## src/ptia_pkg.sv

```systemverilog
package ptia_pkg;

  localparam int unsigned ADDR_W    = 32;
  localparam int unsigned PORT_W    = 16;
  localparam int unsigned KEY_W     = ADDR_W + PORT_W;
  localparam int unsigned COUNT_W   = 8;
  localparam int unsigned SLOT_W    = 3;
  localparam int unsigned MASK_W    = 8;

  localparam logic [COUNT_W-1:0] COUNT_MAX     = 8'hFF;
  localparam logic [COUNT_W-1:0] TIMEOUT_RESET = 8'd30;

  typedef enum logic [1:0] {
    OUT_FOUND = 2'd0,
    OUT_ADDED = 2'd1,
    OUT_FULL  = 2'd2,
    OUT_TICK  = 2'd3
  } outcome_e;

  typedef enum logic {
    REQ_PACKET = 1'b0,
    REQ_TICK   = 1'b1
  } req_type_e;

  typedef struct packed {
    logic              req_type;
    logic [ADDR_W-1:0] peer_address;
    logic [PORT_W-1:0] peer_port;
  } req_t;

  typedef struct packed {
    logic [SLOT_W-1:0] slot_index;
    logic [1:0]        outcome;
    logic [MASK_W-1:0] expired_mask;
  } rsp_t;

endpackage

```

## src/ptia_ram.sv

```systemverilog
module ptia_ram #(
  parameter int unsigned WIDTH = 48,
  parameter int unsigned DEPTH = 8,
  localparam int unsigned AW = (DEPTH > 1) ? $clog2(DEPTH) : 1
) (
  input  logic             clk_i,
  input  logic             we_i,
  input  logic [AW-1:0]    waddr_i,
  input  logic [WIDTH-1:0] wdata_i,
  input  logic [AW-1:0]    raddr_i,
  output logic [WIDTH-1:0] rdata_o
);

  logic [WIDTH-1:0] mem_q [DEPTH];
  logic [WIDTH-1:0] rdata_q;

  always_ff @(posedge clk_i) begin
    if (we_i) begin
      mem_q[waddr_i] <= wdata_i;
    end
    rdata_q <= mem_q[raddr_i];
  end

  assign rdata_o = rdata_q;

endmodule

```

## src/peer_table_with_idle_aging.sv

```systemverilog
// Peer table with idle aging.
//
// Input channel (in_valid_i / in_stall_o, payload in_data_i) carries packet
// and tick transactions; the output channel (out_valid_o / out_stall_i,
// payload out_data_o) returns exactly one result per input transaction.
// The idle timeout register is written through cfg_valid_i / cfg_ready_o /
// cfg_data_i, only while the block is idle.
//
// A packet walks the slots one per cycle through a single key comparator
// fed by the address/port RAM: the accept, a read lead-in, then compares
// over the slots, fewer on an early hit, and the load of the result.
// A tick updates one idle counter per cycle through a shared
// increment/compare unit and then loads its result.
// in_stall_o is high while a transaction is in work.
//
// Reset clears all valid marks and idle counters and sets the timeout to 30.
// If the receiver stalls, the finished result holds in the output register;
// the block still takes the next input, and only stalls the one after that
// until the output register drains.
module peer_table_with_idle_aging #(
  parameter int unsigned SLOTS = 8
) (
  input  logic            clk_i,
  input  logic            rst_ni,
  input  logic            in_valid_i,
  output logic            in_stall_o,
  input  ptia_pkg::req_t  in_data_i,
  output logic            out_valid_o,
  input  logic            out_stall_i,
  output ptia_pkg::rsp_t  out_data_o,
  input  logic            cfg_valid_i,
  output logic            cfg_ready_o,
  input  logic [7:0]      cfg_data_i
);

  import ptia_pkg::*;

  localparam int unsigned IW = (SLOTS > 1) ? $clog2(SLOTS) : 1;
  localparam logic [IW-1:0] LAST = IW'(SLOTS - 1);

  typedef enum logic [1:0] {
    ST_IDLE,
    ST_PKT,
    ST_TICK,
    ST_RESP
  } state_e;

  state_e             state_q;
  logic [COUNT_W-1:0] timeout_q;
  logic               slot_valid_q [SLOTS];
  logic [COUNT_W-1:0] idle_count_q [SLOTS];

  logic [ADDR_W-1:0]  addr_q;
  logic [PORT_W-1:0]  port_q;

  logic [IW-1:0]      rd_idx_q;
  logic               rd_more_q;
  logic [IW-1:0]      cmp_idx_q;
  logic               cmp_vld_q;
  logic               free_found_q;
  logic [IW-1:0]      free_idx_q;

  logic [IW-1:0]      tk_idx_q;
  logic [MASK_W-1:0]  mask_q;

  rsp_t               res_q;
  rsp_t               out_q;
  logic               out_valid_q;

  logic [KEY_W-1:0]   ram_rdata;
  logic               cur_valid;
  logic               match;
  logic               last_cmp;
  logic               free_any;
  logic [IW-1:0]      free_sel;
  logic               ram_we;
  logic               out_load;

  logic [COUNT_W-1:0] tk_cnt;
  logic [COUNT_W-1:0] tk_inc;
  logic               tk_expire;
  logic               tk_reported;
  logic [SLOT_W-1:0]  tk_slot;

  assign cur_valid = slot_valid_q[cmp_idx_q];
  assign match     = cmp_vld_q && cur_valid && (ram_rdata == {addr_q, port_q});
  assign last_cmp  = cmp_vld_q && (cmp_idx_q == LAST);
  assign free_any  = free_found_q || !cur_valid;
  assign free_sel  = free_found_q ? free_idx_q : cmp_idx_q;
  assign ram_we    = (state_q == ST_PKT) && !match && last_cmp && free_any;
  assign out_load  = (state_q == ST_RESP) && (!out_valid_q || !out_stall_i);

  // Shared aging unit: saturating increment, then timeout compare.
  assign tk_cnt      = idle_count_q[tk_idx_q];
  assign tk_inc      = (tk_cnt == COUNT_MAX) ? tk_cnt : tk_cnt + 8'd1;
  assign tk_expire   = slot_valid_q[tk_idx_q] && (tk_inc > timeout_q);
  assign tk_reported = (32'(tk_idx_q) < 32'(MASK_W));
  assign tk_slot     = SLOT_W'(tk_idx_q);

  ptia_ram #(
    .WIDTH (KEY_W),
    .DEPTH (SLOTS)
  ) u_key_ram (
    .clk_i   (clk_i),
    .we_i    (ram_we),
    .waddr_i (free_sel),
    .wdata_i ({addr_q, port_q}),
    .raddr_i (rd_idx_q),
    .rdata_o (ram_rdata)
  );

  always_ff @(posedge clk_i or negedge rst_ni) begin
    if (!rst_ni) begin
      state_q      <= ST_IDLE;
      timeout_q    <= TIMEOUT_RESET;
      for (int i = 0; i < SLOTS; i++) begin
        slot_valid_q[i] <= 1'b0;
        idle_count_q[i] <= '0;
      end
      addr_q       <= '0;
      port_q       <= '0;
      rd_idx_q     <= '0;
      rd_more_q    <= 1'b0;
      cmp_idx_q    <= '0;
      cmp_vld_q    <= 1'b0;
      free_found_q <= 1'b0;
      free_idx_q   <= '0;
      tk_idx_q     <= '0;
      mask_q       <= '0;
      res_q        <= '0;
      out_q        <= '0;
      out_valid_q  <= 1'b0;
    end else begin
      if (cfg_valid_i && cfg_ready_o) begin
        timeout_q <= cfg_data_i;
      end

      if (out_load) begin
        out_valid_q <= 1'b1;
      end else if (out_valid_q && !out_stall_i) begin
        out_valid_q <= 1'b0;
      end

      unique case (state_q)
        ST_IDLE: begin
          if (in_valid_i) begin
            addr_q       <= in_data_i.peer_address;
            port_q       <= in_data_i.peer_port;
            rd_idx_q     <= '0;
            rd_more_q    <= 1'b1;
            cmp_vld_q    <= 1'b0;
            free_found_q <= 1'b0;
            tk_idx_q     <= '0;
            mask_q       <= '0;
            state_q      <= (in_data_i.req_type == REQ_TICK) ? ST_TICK : ST_PKT;
          end
        end

        ST_PKT: begin
          // read slot rd_idx while comparing the key read the cycle before
          cmp_vld_q <= rd_more_q;
          cmp_idx_q <= rd_idx_q;
          if (rd_more_q) begin
            if (rd_idx_q == LAST) begin
              rd_more_q <= 1'b0;
            end else begin
              rd_idx_q <= rd_idx_q + 1'b1;
            end
          end
          if (cmp_vld_q && !cur_valid && !free_found_q) begin
            free_found_q <= 1'b1;
            free_idx_q   <= cmp_idx_q;
          end
          if (match) begin
            idle_count_q[cmp_idx_q] <= '0;
            res_q   <= '{slot_index: SLOT_W'(cmp_idx_q), outcome: OUT_FOUND,
                         expired_mask: '0};
            state_q <= ST_RESP;
          end else if (last_cmp) begin
            if (free_any) begin
              slot_valid_q[free_sel] <= 1'b1;
              idle_count_q[free_sel] <= '0;
              res_q <= '{slot_index: SLOT_W'(free_sel), outcome: OUT_ADDED,
                         expired_mask: '0};
            end else begin
              res_q <= '{slot_index: '0, outcome: OUT_FULL, expired_mask: '0};
            end
            state_q <= ST_RESP;
          end
        end

        ST_TICK: begin
          idle_count_q[tk_idx_q] <= tk_inc;
          if (tk_expire) begin
            slot_valid_q[tk_idx_q] <= 1'b0;
          end
          if (tk_expire && tk_reported) begin
            mask_q[tk_slot] <= 1'b1;
          end
          if (tk_idx_q == LAST) begin
            res_q <= '{slot_index: '0, outcome: OUT_TICK,
                       expired_mask: mask_q | ((tk_expire && tk_reported) ?
                                               (MASK_W'(1) << tk_slot) : '0)};
            state_q <= ST_RESP;
          end else begin
            tk_idx_q <= tk_idx_q + 1'b1;
          end
        end

        ST_RESP: begin
          if (out_load) begin
            out_q   <= res_q;
            state_q <= ST_IDLE;
          end
        end

        default: begin
          state_q <= ST_IDLE;
        end
      endcase
    end
  end

  assign in_stall_o  = (state_q != ST_IDLE);
  assign out_valid_o = out_valid_q;
  assign out_data_o  = out_q;
  assign cfg_ready_o = (state_q == ST_IDLE);

endmodule

```

## config.mk

```make
export PLATFORM = sky130hd
export DESIGN_NAME = peer_table_with_idle_aging
export DESIGN_NICKNAME = d
export VERILOG_FILES = /design/src/ptia_pkg.sv /design/src/ptia_ram.sv /design/src/peer_table_with_idle_aging.sv
export SDC_FILE = /design/constraint.sdc
export NUM_CORES = 1
export LEC_CHECK = 0
export ABC_AREA = 1
export BUFFER_PORTS_ARGS = -buffer_cell sky130_fd_sc_hd__clkbuf_2
export CAP_MARGIN = 5
export CORE_MARGIN = 8
export CORE_UTILIZATION = 47
export DETAILED_ROUTE_END_ITERATION = 16
export PLACE_DENSITY = 0.65
export SYNTH_ARGS = -nofsm -noshare
export SYNTH_HDL_FRONTEND = slang
export SYNTH_SLANG_ARGS = --single-unit
```

## constraint.sdc

```tcl
create_clock -name clk_i -period 5.65 [get_ports clk_i]
set_clock_uncertainty 0.1 [all_clocks]
set_input_delay 0.565 -clock clk_i [delete_from_list [all_inputs] [get_ports clk_i]]
set_output_delay 0.565 -clock clk_i [all_outputs]
set_load 0.1 [all_outputs]
```

==> summary.md <==
| Metric | Value |
|---|---|
| Post-route antenna net violation count | 0 |
| Largest net degree at the start of global routing | between 100 and 150 |
| Yosys Warn Count | 0 |
| Yosys reg bits | 612 |
| Placed Instance Area | 26800 sq um |
| Post-CTS Resized | 0 |
| Crit path DAT | 5.12 ns |
| Clk sink count | 612 |
| Rows | 86 |
| Reg2Reg Setup Slack | approximately 0.9 ns |
| Distinct cells, synth | 36 |
| Met2 Use GR | 34.3% |
| Critical path origin | tk_idx_q[0] |
| DR DRC count | 0 |
| Cell Chain, Critical Path | inv_2 > nor2_1 > nand2_1 > nand2_1 > nor2_1 > nand2_1 > nand2_1 > nor2_1 > nand2_1 > nand2_1 > nand3_1 > ha_1 > nand2_1 > nor2_1 > nand2_1 > nand2_1 > nand4_1 > a21oi_2 > nand2_1 > nand2_1 > nand2_1 |
| Initial core utilization | 47.2% |
| Final WS setup | 0.912 ns |
| Placement Setup Slack | 1.02 ns |
| Fraction of layout cells with a size suffix above 1 | 8.55% |
| Post-synth top flop | edfxtp_1 |
| Post-layout util | 53.0% |
| Post CTS Setup Buffer Count | 0 |
| Crit path top cell by count | nand2_1 |
| Overall power | between 15 and 20 mW |
| Max-capacitance violation count | 0 |
| Min Hold Slack | 0.0318 ns |
| Total grt overflow | 0 |
| Post-synth ARST share | between 20% and 30% |
| Die Y-Extent | 250 microns |
| Post-Route Setup TNS | 0 ns |
| Startpoint Class | register |
| Type of destination of the critical path | register |
| Area share of the largest cell type after synthesis | 44.7% |
| Post-Synthesis Net Count | 2698 |
| Slew Limit Fails | 0 |
| GPL Wtd Cong | 0.904 |
| Area of the core | roughly 55000 sq um |
| DR WL/cell | 19.8 microns |
| Vias per inst | about 5.5 |
| Pwr dens | 522 nW/um^2 |
| RSZ-0062 raised after global routing | false |
| Antenna Cells | 0 |
| HP Class | in -> async |
| Most common cell in the netlist | nand2_1 |
| Reg2reg end | slot_valid_q[1] |
| Fmax | around 0.21 GHz |
| Area growth syn-to-layout | 12.3% |
| Fin cells | 3430 |
| Crit path max-delay cell type | dfrtp_1 |
| Final Cell Area | 29000 sq um |
| Synth top cells by count | nand2_1 (576), nor2_1 (492), edfxtp_1 (384) |
| Worst path required time | 6.03 ns |
| Setup crit end | slot_valid_q[1] |
| Tmin final | 4.74 ns |
| Crit path kind | reg -> reg |
| Die area | 62700 sq um |
| Nets | 2755 |
| Worst-case clock buffer depth | 3 |
| Final critical-path share of the clock period | 83.9% |
| Sequential area share after synthesis | 65.9% |
| M3 GR Usage | 3.61% |
| Post-synth EDFFs | 384 |
| TritonCTS buffer count | 66 |
| TritonRoute pass-1 iters | 8 |
| Worst Reg-to-Reg Cells | 21 |
| Peak supply drop | approximately 0.24 mV |
| Max H-tree Level | 3 |
| CTS tree | built |
| Leak pwr | 11.9 nW |
| Total track usage | 21.4% |
| Root Driver | clkbuf_16 |
| Worst R2R Start | tk_idx_q[0] |
| Top cells by area, synth | edfxtp_1 (45%), dfrtp_1 (17%), nand2_1 (8.4%) |
| Number of global-route vias before repair | approximately 18000 |
| Worst skew pair latency | around 0.60 ns |
| Crit-path max cell delay | 0.74 ns |
| Met1 Use GR | 29.7% |
| Reg clk slew, reported paths | 0.06 ns |
| Antenna violations before repair | 0 |
| I/O pins | 78 |
| Mapped Area | 25800 sq um |
| First-pass GRT wire length | 106000 microns |
| Final HPWL DP | 40200 microns |
| Synthesized area per cell | 9.87 sq um |
| Mapped Cells | about 2600 |
| Synth area leader | edfxtp_1 |
| Drt first-iter violations | roughly 1800 |
| Critical path peak fanout | 32 |
| Status | finished, final reports clean |
| Final Hold Viols | 0 |
| Vias | 18800 |
| Port bufs | 77 |
| Gr busiest metal | met2 |
| Count of final setup violators | 0 |
| Worst Max-Slew Pin Slew | 1.29 ns |
| Drt total wl | 67800 microns |
| Die X | between 200 and 300 microns |
| Post-cts hold buffer count | 0 |
| Inst Count DP | 3308 |
| Relative slew slack | approximately 14% |
[how the worst min path moves through the flow]
stage	from	to	slack (ns)	cells past startpoint
after floorplan	rst_ni	addr_q[0]	0.17	0
after global placement	idle_count_q[2]	idle_count_q[2]	0.36	2
after detailed placement	idle_count_q[2]	idle_count_q[2]	0.36	2
after CTS	rst_ni	port_q[10]	0.05	1
after global routing	in_data_i[31]	addr_q[15]	0.09	3
final	rst_ni	out_data_o[12]	0.03	1
[report_power, final]
group	switching (mW)	total, mW	internal (mW)
Clock	1.75	4.25	2.49
Sequential	0.767	6.48	5.71
Combinational	3.17	4.40	1.22
Total	5.69	15.1	9.43
[cells in the final DEF (no fill, tap or decap), types with 3 or more instances in the layout]
master,count
xnor2_1,6
nand4_1,24
clkbuf_8,7
a31oi_1,48
clkbuf_1,24
nor2_4,7
nor3_1,10
clkinv_2,11
clkbuf_2,76
dfxtp_1,48
nand2_2,3
ha_1,21
inv_2,4
o22ai_1,55
a21oi_1,47
nor2_1,488
nor3_2,4
buf_4,23
nand2_1,576
o21ai_0,296
clkbuf_16,71
or2_2,4
edfxtp_1,384
dfrtp_1,174
inv_1,178
nand3_1,103
dfstp_2,4
clkinv_1,5
[layout make-up]
cell class                 count  area [sq um]
fill                        4860         25700
multi-input combinational   1706          7670
clock inverter                21           189
timing repair buffer         101           587
clock buffer                 101          1950
tap                          704           881
sequential                   612         17000
inverter                     185           699
[kinds of logic after synthesis]
kind of cell    synth area share, %
mux                          0.0436
buf+inv                        4.61
flops                          65.9
compound gates                 9.31
simple gates                   18.9
xor+xnor                      0.271
fa+ha+maj                      1.02
[flip-flops by register name, indices dropped and copies added, names as in the netlist]
| name | count |
|---|---|
| free_found_q | 1 |
| addr_q | 32 |
| free_idx_q | 3 |
| cmp_vld_q | 1 |
| rd_idx_q | 3 |
| mask_q | 8 |
| state_q | 2 |
| tk_idx_q | 3 |
| slot_valid_q | 8 |
| out_valid_o | 1 |
| rd_more_q | 1 |
| timeout_q | 8 |
| idle_count_q | 64 |
| port_q | 16 |
| cmp_idx_q | 3 |
| out_data_o | 13 |
| res_q | 13 |
| u_key_ram.mem_q | 384 |
| u_key_ram.rdata_o | 48 |
[worst max-delay path, delay by kind of cell, from the launching register on]
kind                     cells  cell delay, ns
AO/OA/AOI/OAI                1            0.41
adder cells (fa/ha/maj)      1            0.44
buffers and inverters        1            0.40
flip-flops                   1            0.74
AND/OR/NAND/NOR             18            2.53
[layer usage]
layer,vias up,wire [microns]
met5,-,0
met4,0,1780
met3,112,4540
met2,632,31500
met1,9159,30000
li1,8901,-
Note: power is estimated with default switching activity, not from simulation.
